File: config.mk
export PLATFORM = sky130hd
export DESIGN_NAME = delayed_gate_task_scheduler
export DESIGN_NICKNAME = d
export VERILOG_FILES = /design/src/hdl/dgts_pkg.sv /design/src/hdl/dgts_ctrl.sv /design/src/hdl/dgts_dpath.sv /design/src/hdl/delayed_gate_task_scheduler.sv
export SDC_FILE = /design/constraint.sdc
export NUM_CORES = 1
export LEC_CHECK = 0
export BUFFER_PORTS_ARGS = -buffer_cell sky130_fd_sc_hd__buf_4
export CELL_PAD_IN_SITES_DETAIL_PLACEMENT = 0
export CELL_PAD_IN_SITES_GLOBAL_PLACEMENT = 2
export CORE_UTILIZATION = 47
export DETAILED_ROUTE_END_ITERATION = 6
export HOLD_SLACK_MARGIN = 0.06
export PLACE_DENSITY_LB_ADDON = 0.12
export SYNTH_ARGS = -nofsm -noshare
export SYNTH_HDL_FRONTEND = slang
export SYNTH_SLANG_ARGS = --single-unit
File: constraint.sdc
create_clock -name clk -period 28 [get_ports clk]
set_input_delay 5.6 -clock clk [delete_from_list [all_inputs] [get_ports clk]]
set_output_delay 5.6 -clock clk [all_outputs]
set_load 0.05 [all_outputs]
File: src/hdl/dgts_pkg.sv
// ----------------------------------------------------------------------------
// dgts_pkg
// Types, codes and sizes shared by the delayed gate task scheduler modules.
// ----------------------------------------------------------------------------
package dgts_pkg;

  localparam int TASK_SLOTS = 16;
  localparam int GATE_COUNT = 8;
  localparam int GATE_REGS  = 8;

  localparam int SLOT_W = (TASK_SLOTS > 1) ? $clog2(TASK_SLOTS) : 1;
  localparam int CNT_W  = $clog2(TASK_SLOTS + 1);
  localparam int CFG_IDX_W  = 3;
  localparam int CFG_DATA_W = 16;

  typedef enum logic [1:0] {
    CMD_ADD  = 2'd0,
    CMD_TICK = 2'd1,
    CMD_DROP = 2'd2,
    CMD_FIND = 2'd3
  } cmd_t;

  typedef enum logic [1:0] {
    STAT_OK   = 2'd0,
    STAT_FULL = 2'd1,
    STAT_MISS = 2'd2
  } status_t;

  typedef enum logic [1:0] {
    EMIT_STATUS,
    EMIT_FOUND,
    EMIT_HOLD
  } emit_sel_t;

  typedef enum logic {
    ST_IDLE,
    ST_SCAN
  } state_t;

  typedef struct packed {
    cmd_t        cmd;
    logic [15:0] time_value;
    logic [2:0]  gate;
    logic [15:0] wood_index;
  } in_item_t;

  typedef struct packed {
    status_t     status;
    logic        fired;
    logic [2:0]  out_gate;
    logic [15:0] out_index;
    logic [15:0] out_start;
    logic        last;
  } out_item_t;

  typedef struct packed {
    logic [15:0] start;
    logic [2:0]  gate;
    logic [15:0] item;
  } task_t;

  // controller -> datapath
  typedef struct packed {
    logic      latch;
    logic      ptr_inc;
    logic      insert;
    logic      remove;
    logic      hold_load;
    logic      emit;
    emit_sel_t emit_sel;
    status_t   emit_status;
    logic      emit_last;
    logic      tick_done;
  } dgts_ctl_t;

  // datapath -> controller
  typedef struct packed {
    cmd_t cmd;
    logic at_end;
    logic match;
    logic fire;
    logic same_tick;
    logic full;
    logic out_free;
    logic hold_vld;
  } dgts_sts_t;

endpackage

File: src/hdl/dgts_ctrl.sv
// ----------------------------------------------------------------------------
// dgts_ctrl
// Command sequencer: takes one item, walks the list one entry per cycle unless
// a firing awaits output, and has the datapath insert, remove, hold and emit.
// ----------------------------------------------------------------------------
module dgts_ctrl
  import dgts_pkg::*;
(
  input  logic      clk,
  input  logic      rst_n,
  input  logic      in_valid,
  output logic      in_stall,
  input  dgts_sts_t sts,
  output dgts_ctl_t ctl
);

  state_t state_r, state_nxt;

  always_ff @(posedge clk) begin
    if (!rst_n) begin
      state_r <= ST_IDLE;
    end else begin
      state_r <= state_nxt;
    end
  end

  always_comb begin
    state_nxt = state_r;
    ctl       = '0;
    in_stall  = (state_r != ST_IDLE);
    unique case (state_r)
      ST_IDLE: begin
        if (in_valid) begin
          ctl.latch = 1'b1;
          state_nxt = ST_SCAN;
        end
      end
      ST_SCAN: begin
        unique case (sts.cmd)
          CMD_ADD: begin
            if (sts.out_free) begin
              ctl.emit        = 1'b1;
              ctl.emit_sel    = EMIT_STATUS;
              ctl.emit_status = sts.full ? STAT_FULL : STAT_OK;
              ctl.emit_last   = 1'b1;
              ctl.insert      = !sts.full;
              state_nxt       = ST_IDLE;
            end
          end
          CMD_DROP, CMD_FIND: begin
            priority if (sts.at_end) begin
              if (sts.out_free) begin
                ctl.emit        = 1'b1;
                ctl.emit_sel    = EMIT_STATUS;
                ctl.emit_status = STAT_MISS;
                ctl.emit_last   = 1'b1;
                state_nxt       = ST_IDLE;
              end
            end else if (sts.match) begin
              if (sts.out_free) begin
                ctl.emit        = 1'b1;
                ctl.emit_sel    = (sts.cmd == CMD_FIND) ? EMIT_FOUND : EMIT_STATUS;
                ctl.emit_status = STAT_OK;
                ctl.emit_last   = 1'b1;
                ctl.remove      = (sts.cmd == CMD_DROP);
                state_nxt       = ST_IDLE;
              end
            end else begin
              ctl.ptr_inc = 1'b1;
            end
          end
          CMD_TICK: begin
            priority if (sts.at_end || sts.same_tick) begin
              // flush the held firing as the final result, or report none
              if (sts.out_free) begin
                ctl.emit        = 1'b1;
                ctl.emit_sel    = sts.hold_vld ? EMIT_HOLD : EMIT_STATUS;
                ctl.emit_status = STAT_OK;
                ctl.emit_last   = 1'b1;
                ctl.tick_done   = 1'b1;
                state_nxt       = ST_IDLE;
              end
            end else if (sts.fire) begin
              // pass the previous firing on before holding this one
              if (!sts.hold_vld || sts.out_free) begin
                ctl.emit      = sts.hold_vld;
                ctl.emit_sel  = EMIT_HOLD;
                ctl.emit_last = 1'b0;
                ctl.hold_load = 1'b1;
                ctl.remove    = 1'b1;
              end
            end else begin
              ctl.ptr_inc = 1'b1;
            end
          end
          default: begin
            state_nxt = ST_IDLE;
          end
        endcase
      end
      default: begin
        state_nxt = ST_IDLE;
      end
    endcase
  end

`ifndef ASSERT_OFF
  a_one_list_change: assert property (@(posedge clk) disable iff (!rst_n)
    !(ctl.insert && ctl.remove))
    else $error("insert and remove issued together");

  a_scan_leaves_idle: assert property (@(posedge clk) disable iff (!rst_n)
    (state_r == ST_IDLE && in_valid) |=> (state_r == ST_SCAN))
    else $error("accepted item did not start a scan");

  a_emit_needs_room: assert property (@(posedge clk) disable iff (!rst_n)
    ctl.emit |-> sts.out_free)
    else $error("result emitted over an untaken result");
`endif

endmodule

File: src/hdl/dgts_dpath.sv
// ----------------------------------------------------------------------------
// dgts_dpath
// Task list kept in newest-first order, gate delay registers, scan pointer,
// one elapsed-time comparator, held firing and the output register.
// ----------------------------------------------------------------------------
module dgts_dpath
  import dgts_pkg::*;
(
  input  logic                  clk,
  input  logic                  rst_n,
  input  in_item_t              in_data,
  input  logic                  cfg_we,
  input  logic [CFG_IDX_W-1:0]  cfg_index,
  input  logic [CFG_DATA_W-1:0] cfg_data,
  input  dgts_ctl_t             ctl,
  output dgts_sts_t             sts,
  output logic                  out_valid,
  input  logic                  out_stall,
  output out_item_t             out_data
);

  in_item_t         item_r;
  task_t            ent_r [TASK_SLOTS];
  logic [15:0]      delay_r [GATE_REGS];
  logic [CNT_W-1:0] cnt_r;
  logic [CNT_W-1:0] ptr_r;
  logic [15:0]      last_tick_r;
  out_item_t        hold_r;
  out_item_t        hold_nxt;
  logic             hold_vld_r;
  logic             out_valid_r;
  out_item_t        out_data_r;

  task_t       cur;
  logic [15:0] elapsed;
  logic [15:0] gate_delay;
  task_t       new_ent;
  out_item_t   emit_data;

  assign cur     = ent_r[ptr_r[SLOT_W-1:0]];
  assign elapsed = item_r.time_value - cur.start;

  always_comb begin
    gate_delay = '0;
    if ({1'b0, cur.gate} < 4'(GATE_COUNT)) begin
      gate_delay = delay_r[cur.gate];
    end
  end

  assign sts.cmd       = item_r.cmd;
  assign sts.at_end    = (ptr_r == cnt_r);
  assign sts.match     = (cur.item == item_r.wood_index);
  assign sts.fire      = (elapsed >= gate_delay);
  assign sts.same_tick = (item_r.time_value == last_tick_r);
  assign sts.full      = (cnt_r == CNT_W'(TASK_SLOTS));
  assign sts.out_free  = !out_valid_r || !out_stall;
  assign sts.hold_vld  = hold_vld_r;

  assign new_ent.start = item_r.time_value;
  assign new_ent.gate  = item_r.gate;
  assign new_ent.item  = item_r.wood_index;

  always_comb begin
    emit_data        = '0;
    emit_data.status = ctl.emit_status;
    emit_data.last   = ctl.emit_last;
    unique case (ctl.emit_sel)
      EMIT_STATUS: begin
      end
      EMIT_FOUND: begin
        emit_data.out_gate  = cur.gate;
        emit_data.out_index = cur.item;
        emit_data.out_start = cur.start;
      end
      EMIT_HOLD: begin
        emit_data      = hold_r;
        emit_data.last = ctl.emit_last;
      end
      default: begin
      end
    endcase
  end

  // firing taken from the entry under the scan pointer
  always_comb begin
    hold_nxt           = '0;
    hold_nxt.status    = STAT_OK;
    hold_nxt.fired     = 1'b1;
    hold_nxt.out_gate  = cur.gate;
    hold_nxt.out_index = cur.item;
    hold_nxt.out_start = cur.start;
  end

  // control state
  always_ff @(posedge clk) begin
    if (!rst_n) begin
      cnt_r       <= '0;
      ptr_r       <= '0;
      last_tick_r <= '0;
      hold_vld_r  <= 1'b0;
      out_valid_r <= 1'b0;
      for (int g = 0; g < GATE_REGS; g++) begin
        delay_r[g] <= '0;
      end
    end else begin
      if (cfg_we) begin
        delay_r[cfg_index] <= cfg_data;
      end
      if (ctl.latch) begin
        ptr_r      <= '0;
        hold_vld_r <= 1'b0;
      end else if (ctl.ptr_inc) begin
        ptr_r <= ptr_r + 1'b1;
      end
      if (ctl.hold_load) begin
        hold_vld_r <= 1'b1;
      end
      if (ctl.insert) begin
        cnt_r <= cnt_r + 1'b1;
      end else if (ctl.remove) begin
        cnt_r <= cnt_r - 1'b1;
      end
      if (ctl.tick_done) begin
        last_tick_r <= item_r.time_value;
      end
      if (ctl.emit) begin
        out_valid_r <= 1'b1;
      end else if (!out_stall) begin
        out_valid_r <= 1'b0;
      end
    end
  end

  // payload
  always_ff @(posedge clk) begin
    if (ctl.latch) begin
      item_r <= in_data;
    end
    if (ctl.emit) begin
      out_data_r <= emit_data;
    end
    if (ctl.hold_load) begin
      hold_r <= hold_nxt;
    end
    if (ctl.insert) begin
      ent_r[0] <= new_ent;
      for (int q = 1; q < TASK_SLOTS; q++) begin
        ent_r[q] <= ent_r[q-1];
      end
    end else if (ctl.remove) begin
      // close the gap left at the scan pointer
      for (int q = 0; q < TASK_SLOTS - 1; q++) begin
        if (CNT_W'(q) >= ptr_r) begin
          ent_r[q] <= ent_r[q+1];
        end
      end
    end
  end

  assign out_valid = out_valid_r;
  assign out_data  = out_data_r;

`ifndef ASSERT_OFF
  a_cnt_bound: assert property (@(posedge clk) disable iff (!rst_n)
    (cnt_r <= CNT_W'(TASK_SLOTS)) && (ptr_r <= cnt_r))
    else $error("task count or scan pointer out of range");

  a_remove_valid: assert property (@(posedge clk) disable iff (!rst_n)
    ctl.remove |-> !sts.at_end)
    else $error("remove issued past the end of the list");

  a_insert_room: assert property (@(posedge clk) disable iff (!rst_n)
    ctl.insert |=> (cnt_r == $past(cnt_r) + 1'b1))
    else $error("insert did not grow the list");

  a_hold_is_firing: assert property (@(posedge clk) disable iff (!rst_n)
    (ctl.emit && ctl.emit_sel == EMIT_HOLD) |-> (hold_vld_r && hold_r.fired))
    else $error("held firing emitted while empty");
`endif

endmodule

File: src/hdl/delayed_gate_task_scheduler.sv
// Add answers without a scan; drop and find scan to the first match or the list
// end, tick walks all pending tasks, and a repeated count scans none. Items are
// taken one at a time: in_stall stays high until the last result is emitted.
// The single comparator walks the task list one entry per cycle, unless a
// firing waits on a stalled output.
// Reset (synchronous, rst_n low): list empty, delays and last count zero.
// ----------------------------------------------------------------------------
// delayed_gate_task_scheduler
// Pool of pending gate tasks, newest first; add, drop, find and tick commands.
// ----------------------------------------------------------------------------
module delayed_gate_task_scheduler
  import dgts_pkg::*;
(
  input  logic                  clk,
  input  logic                  rst_n,
  input  logic                  in_valid,
  output logic                  in_stall,
  input  in_item_t              in_data,
  output logic                  out_valid,
  input  logic                  out_stall,
  output out_item_t             out_data,
  input  logic                  cfg_we,
  input  logic [CFG_IDX_W-1:0]  cfg_index,
  input  logic [CFG_DATA_W-1:0] cfg_data
);

  dgts_ctl_t ctl;
  dgts_sts_t sts;

  dgts_ctrl u_ctrl (
    .clk      (clk),
    .rst_n    (rst_n),
    .in_valid (in_valid),
    .in_stall (in_stall),
    .sts      (sts),
    .ctl      (ctl)
  );

  dgts_dpath u_dpath (
    .clk       (clk),
    .rst_n     (rst_n),
    .in_data   (in_data),
    .cfg_we    (cfg_we),
    .cfg_index (cfg_index),
    .cfg_data  (cfg_data),
    .ctl       (ctl),
    .sts       (sts),
    .out_valid (out_valid),
    .out_stall (out_stall),
    .out_data  (out_data)
  );

endmodule

# After elaboration in Yosys (flattened, before gate mapping)
# Memories as Yosys holds them, arrays and structs flattened. A register that Yosys moved wholly into a read port is not among the register bits.
# Index checks and enable logic that the tools add are counted.
# W data, S select, Z words.
[totals]
register_bits = 140
latch_bits = 0
ram_bits = 688
romBits = 0
inputBits = 61
output_inout_bits = 41
word_cells = 214
n_memories = 2
[op_classes]
addsub = 4
n_mul = 0
div_mod_pow = 0
order_cmp = 16
n_eq_ne = 10
shifts = 0
n_mux = 132
bitwise = 17
reduce_logical = 14
[mem_list]
columns = ["name", "words", "word_bits", "rd", "rd_clocked_by_memory_dff", "write_ports", "line", "source"]
rows = [
  ["u_dpath.ent_r", 16, 35, 17, 1, 16, "dgts_dpath.sv:23", "task_t ent_r [TASK_SLOTS];"],
  ["u_dpath.delay_r", 8, 16, 1, 0, 8, "dgts_dpath.sv:24", "logic [15:0] delay_r [GATE_REGS];"],
]
[op_table]
columns = ["cell", "count"]
rows = [
  ["$mux W35", 15],
  ["$mux W1", 92],
  ["$pmux W35 S2", 1],
  ["$ge A4 B5 Y1 const A", 7],
  ["$eq A16 B16 Y1", 2],
  ["$mux W6", 5],
  ["$ge A3 B5 Y1 const A", 4],
  ["$mux W5", 4],
  ["$pmux W6 S3", 1],
  ["$ge A16 B16 Y1", 1],
  ["$mux W16", 1],
  ["$reduce_or A16 Y1", 1],
  ["$sub A16 B16 Y16", 1],
  ["$or A1 B1 Y1", 15],
  ["$mux W11", 1],
  ["$add A5 B1 Y5 const B", 2],
  ["$ge A1 B5 Y1 const A", 2],
  ["$ge A2 B5 Y1 const A", 2],
  ["$mux W4", 2],
  ["$mux W7", 1],
  ["$eq A2 B2 Y1 const B", 3],
  ["$mux W2", 3],
  ["$mux W3", 2],
  ["$pmux W1 S2", 3],
  ["other kinds (12)", 22],
]

# Depth between registers and ports, before layout
[depth]
ltp_word = 12
depth_mapped = 35
depth_no_buf = 26

# Modules after synthesis
# Synthesis repeated with hierarchy kept, for this count alone.
[hier_totals]
cells_unflattened = 2630
hier_area_um2 = 40452.5
[modules_own_cells]
columns = ["module", "instances", "cells_per_inst", "area_each_um2", "seq_area_each_um2"]
rows = [
  ["dgts_dpath", 1, 2595, 40222.3, 24633.6],
  ["dgts_ctrl", 1, 35, 230.2, 20.0],
]

# Worst setup path before layout
# OpenSTA, ideal clock, no wires.
[synth_path]
kind = "input -> register"
startpoint = "in out_stall"
endpoint = "mem u_dpath.ent_r[11][0] in the netlist's numbering, enable pin"
setup_time_ps = 476
arrival_time_ps = 9090
required_time_ps = 27524
setup_slack_ps = 18435
stages = 5
n_path_buf = 0
path_cell_list = "nand2_1 -> nand4_1 -> a2111oi_4 -> a21oi_4 -> o21ai_0"
[synth_rtl]
columns = ["item", "line", "source"]
rows = [
  ["from (decl)", "delayed_gate_task_scheduler.sv:20", "input logic out_stall,"],
  ["to (decl)", "dgts_dpath.sv:23", ""],
]

==> results by stage <==
Outcome:
- The run finished with clean final reports.

Setup path:
- In this design, the largest share of critical-path delay is due to buffers and inverters.
- The data arrival time of the worst path is 8840 ps.
- The endpoint class of the critical path is a register.
- The first element of the critical path is out_stall.
- The critical path goes through buf_4 -> nand2_1 -> nand2_1 -> nor3_1 -> nand2_4 -> inv_6 -> buf_4 -> or2_2 -> buf_4.
- The worst-path cell with the longest stage delay is sky130_fd_sc_hd__buf_4.
- By instance count, the cell type seen most on the critical path is sky130_fd_sc_hd__buf_4.
- The maximum single-stage delay on the critical path is slightly below 800 ps.
- Counting both buffers and inverters, the worst setup path holds a total of 4.
- The setup check on the worst reg-to-reg path leaves a slack of roughly 20,000 ps.
- Along the worst path, the maximum fanout reaches 85.
- The worst setup path is launched from an input pin.
- By startpoint and endpoint, the worst setup path is classified as input pin to register.
- For the worst setup path, the data required time is between 20,000 and 30,000 ps.

CTS:
- The H-tree generated during clock tree synthesis spans 3 levels.
- The clock tree from TritonCTS is built.
- The source-to-sink clock delay at the later pin of the worst-skew pair is between 600 and 700 ps.
- The post-CTS clock slew at the launch and capture registers of the worst setup and hold paths is roughly 60 ps.
- The post-cts resize count is 0.
- The clock root buffer is sky130_fd_sc_hd__clkbuf_16.
- The buffer count from post-CTS setup fixing is 0.
- The number of buffers on the longest clock path is 3.
- Hold repair after CTS inserted 0 buffers.
- In this run, CTS created clock tree buffers numbering 94.
- The clock net in this run drives a total of around 830 sinks.

Timing:
- The worst path needs ~8500 ps of the cycle, external delays included.
- The part of the cycle the worst path needs is 0.3044.
- The max-slew violation count is 0.
- Setup repair after global routing left no endpoint under its margin.
- The largest clock skew in the final design is a little under 30 ps.
- At the pin with the least slew margin, the transition time is between 1000 and 1500 ps.
- The setup-violating endpoint count in the final report is 0.
- The setup TNS is 0 ps.
- The maximum frequency from static timing analysis is approximately 0.12 GHz.
- The hold violation total from the final report is 0.
- The worst pin sits at a relative slew slack of 0.2303.

Floorplan:
- The number of rows in the core area is between 100 and 150.
- The full die area is 0.08849 sq mm.
- The die width is just under 300 microns.
- The die span in y is slightly below 300 microns.
- The count of pins on the block boundary is between 100 and 150.
- The initial utilization of the core area, before any placement, comes to 0.4781.
- The floorplan step defined a core boundary enclosing 0.08582 sq mm.

Place:
- The last weighted congestion value of the routability-driven placer is between 0.8 and 0.9.
- The post-place instance area is about 0.043 sq mm.
- The HPWL reported at the end of detailed placement is slightly above 70 mm.
- Input and output buffers added on the ports amount to just over 100.

Pwr:
- Power spread over the standard cell area amounts to approximately 67 mW/mm^2.
- The peak supply drop is about 0.055 mV.
- The reported leakage power is roughly 16 nW.

Finish:
- At the end of the flow, the number of nets in the layout was between 3,000 and 4,000.
- The most frequent standard cell in the layout excluding fill and tap cells is sky130_fd_sc_hd__edfxtp_1.
- The library cells used most frequently in the layout, excluding fill and tap cells, are 799 x sky130_fd_sc_hd__edfxtp_1, 562 x sky130_fd_sc_hd__nand2_1, 328 x sky130_fd_sc_hd__mux2_2, 165 x sky130_fd_sc_hd__mux4_2, 154 x sky130_fd_sc_hd__buf_4.
- The layout-stage area growth over the synthesis result is 12.62%.
- The number of diodes added for antenna fixing is 0.
- Of the cells placed in the final design, the portion with a size suffix greater than 1 is 0.2909.
- With fillers left out, the area of the finished cells amounts to roughly 0.046 sq mm.

Synthesis:
- The area fraction in compound gates after synthesis is 0.02793.
- After synthesis the netlist holds a flip-flop and latch count of around 830.
- Of the total synthesized cell area, the portion taken by AND, OR, NAND and NOR gates is 0.09694.
- By area, the combinational part of the netlist is dominated by multiplexers.
- Yosys printed 0 warnings.
- Averaged over all synthesized cells, the footprint is around 15 sq um.
- For this run, the register share of the synthesized area comes to 0.6009.
- The number of nets in the synthesized netlist is 2,928.
- The share of synthesized flip-flops with an asynchronous set or reset is 0.
- Of the total synthesized cell area, the portion taken by XOR and XNOR cells is 0.01644.
- The synthesized cell area is 0.04103 sq mm.
- The cell count after synthesis came out at ~2,800.
- The count of distinct cell types in the synthesized netlist is 73.
- The arithmetic-cell share of the synthesized area counting full adders, half adders and majority gates is 0.01317.
- The commonest register cell after synthesis is sky130_fd_sc_hd__edfxtp_1.
- The fraction of synthesized area in multiplexers is 0.2228.
- The count of flip-flops with a built-in enable after synthesis is about 800.

Drt:
- The first-iteration detailed-routing DRC count is roughly 2,200.
- For this run, the detailed router's first-pass iteration total came to 5.
- The DRC violations left is 0.
- The via count normalized by instance count is 5.975.
- For this block, the via count after detailed routing is between 20,000 and 25,000.
- The count of antenna-violating nets left after detailed routing is 0.
- The average wire per cell in the routed design is about 28 microns.
- The final layout contains routed wiring with a total length of around 120 mm.

Global routing:
- The first global-routing pass estimated roughly 170 mm of wire.
- Entering global routing, the biggest net connects about 120 pins.
- The initial antenna violation count is 3.
- The total track usage is 0.2608.
- The number of global-route vias before repair is around 25,000.
- Summed over all layers, the global routing overflow is 0.

Hold path:
- The min-delay analysis places its worst path in the category register to register.
- The launch instance of the worst min-delay path is u_dpath.ent_r[14][34].

Job:
- The reported max-cap violation count is 0.
## synthesized netlist by cell type (6+ instances only)
library cell               instances  area [sq um]
sky130_fd_sc_hd__nor4_1            7         43.79
sky130_fd_sc_hd__mux2_4           29         435.4
sky130_fd_sc_hd__a21o_1           14         105.1
sky130_fd_sc_hd__inv_1            28         105.1
sky130_fd_sc_hd__nor3_1           18         90.09
sky130_fd_sc_hd__nand2b_1          9         56.30
sky130_fd_sc_hd__mux2_1            6         67.56
sky130_fd_sc_hd__buf_2            40         200.2
sky130_fd_sc_hd__mux4_1            8         210.2
sky130_fd_sc_hd__dfxtp_1          33         660.6
sky130_fd_sc_hd__xnor2_1          43         376.6
sky130_fd_sc_hd__nor2_1           55         206.5
sky130_fd_sc_hd__nand4_1          11         68.82
sky130_fd_sc_hd__ha_1             40         500.5
sky130_fd_sc_hd__mux2i_1          97         970.9
sky130_fd_sc_hd__xor2_1           34         297.8
sky130_fd_sc_hd__mux2_2          328          3694
sky130_fd_sc_hd__mux4_2          165          3716
sky130_fd_sc_hd__o21ai_0          32         160.2
sky130_fd_sc_hd__and2_1          134         838.3
sky130_fd_sc_hd__clkbuf_1         84         315.3
sky130_fd_sc_hd__buf_1            22         82.58
sky130_fd_sc_hd__a21oi_1          29         145.1
sky130_fd_sc_hd__edfxtp_1        799         23990
sky130_fd_sc_hd__a22oi_1          48         360.4
sky130_fd_sc_hd__nand2_1         574          2155
sky130_fd_sc_hd__nand3_1          13         65.06
sky130_fd_sc_hd__nand3b_1          6         45.04
sky130_fd_sc_hd__nor2b_1          21         131.4
sky130_fd_sc_hd__buf_4            12         90.09
## report_power, final
group          internal [mW]  switching (mW)
combinational          0.130           0.207
sequential              1.44          0.0481
clock                  0.754           0.525
total                   2.33           0.780
## layer usage
layer  vias to the layer above  track usage  part of all wire
met2                       851       0.4185              0.47
met4                         4      0.07339             0.027
li1                      10820            -                 -
met1                     12870       0.3698              0.44
met3                       177      0.03834             0.059
met5                         -            0           0.00016
## logic make-up (layout without fill, tap and decap cells)
| logic type | after synthesis | after routing |
|---|---|---|
| simple gates | 878 | 878 |
| xor+xnor | 77 | 77 |
| mux | 635 | 635 |
| flops | 832 | 832 |
| compound gates | 166 | 166 |
| fa+ha+maj | 42 | 42 |
| buf+inv | 195 | 364 |
## path summary, 6_finish.rpt
path	to	cells after the start
worst max register to register	u_dpath.ent_r[0][3]	22
worst max-delay path	u_dpath.ent_r[2][3]	9
worst min-delay path	u_dpath.ent_r[15][34]	0
worst min register to register	u_dpath.ent_r[15][34]	0
## flip-flops by register name, summed over array words and instances (netlist names), 5 cells and up, named ones only
name,cells
u_dpath.cnt_r,5
u_dpath.delay_r,128
u_dpath.ent_r,560
u_dpath.hold_r,35
u_dpath.item_r,35
u_dpath.last_tick_r,16
u_dpath.out_data,39
u_dpath.ptr_r,5
## stage by stage
stage	hold WS, ps	total power [mW]	util	setup slack, ps	std cells
6_report	475.1	3.107	0.5384	19480	4138
5_1_grt	489.0	3.205	0.5384	19090	4138
4_1_cts	474.6	3.130	0.5384	19470	4138
3_5_place_dp	468.7	1.855	0.5013	18780	3960
3_3_place_gp	454.5	1.847	0.5013	18810	3960
2_1_floorplan	443.8	1.721	-	18430	2825
## cell type report
class / count / area [sq um]
fill: 7050 / 39610
sequential: 832 / 24670
multi-input combinational: 1798 / 15610
clock buffer: 110 / 2474
tap: 1144 / 1431
timing repair buffer: 156 / 1196
clock inverter: 68 / 709.4
inverter: 30 / 117.6
Note: power is estimated with default switching activity, not from simulation.
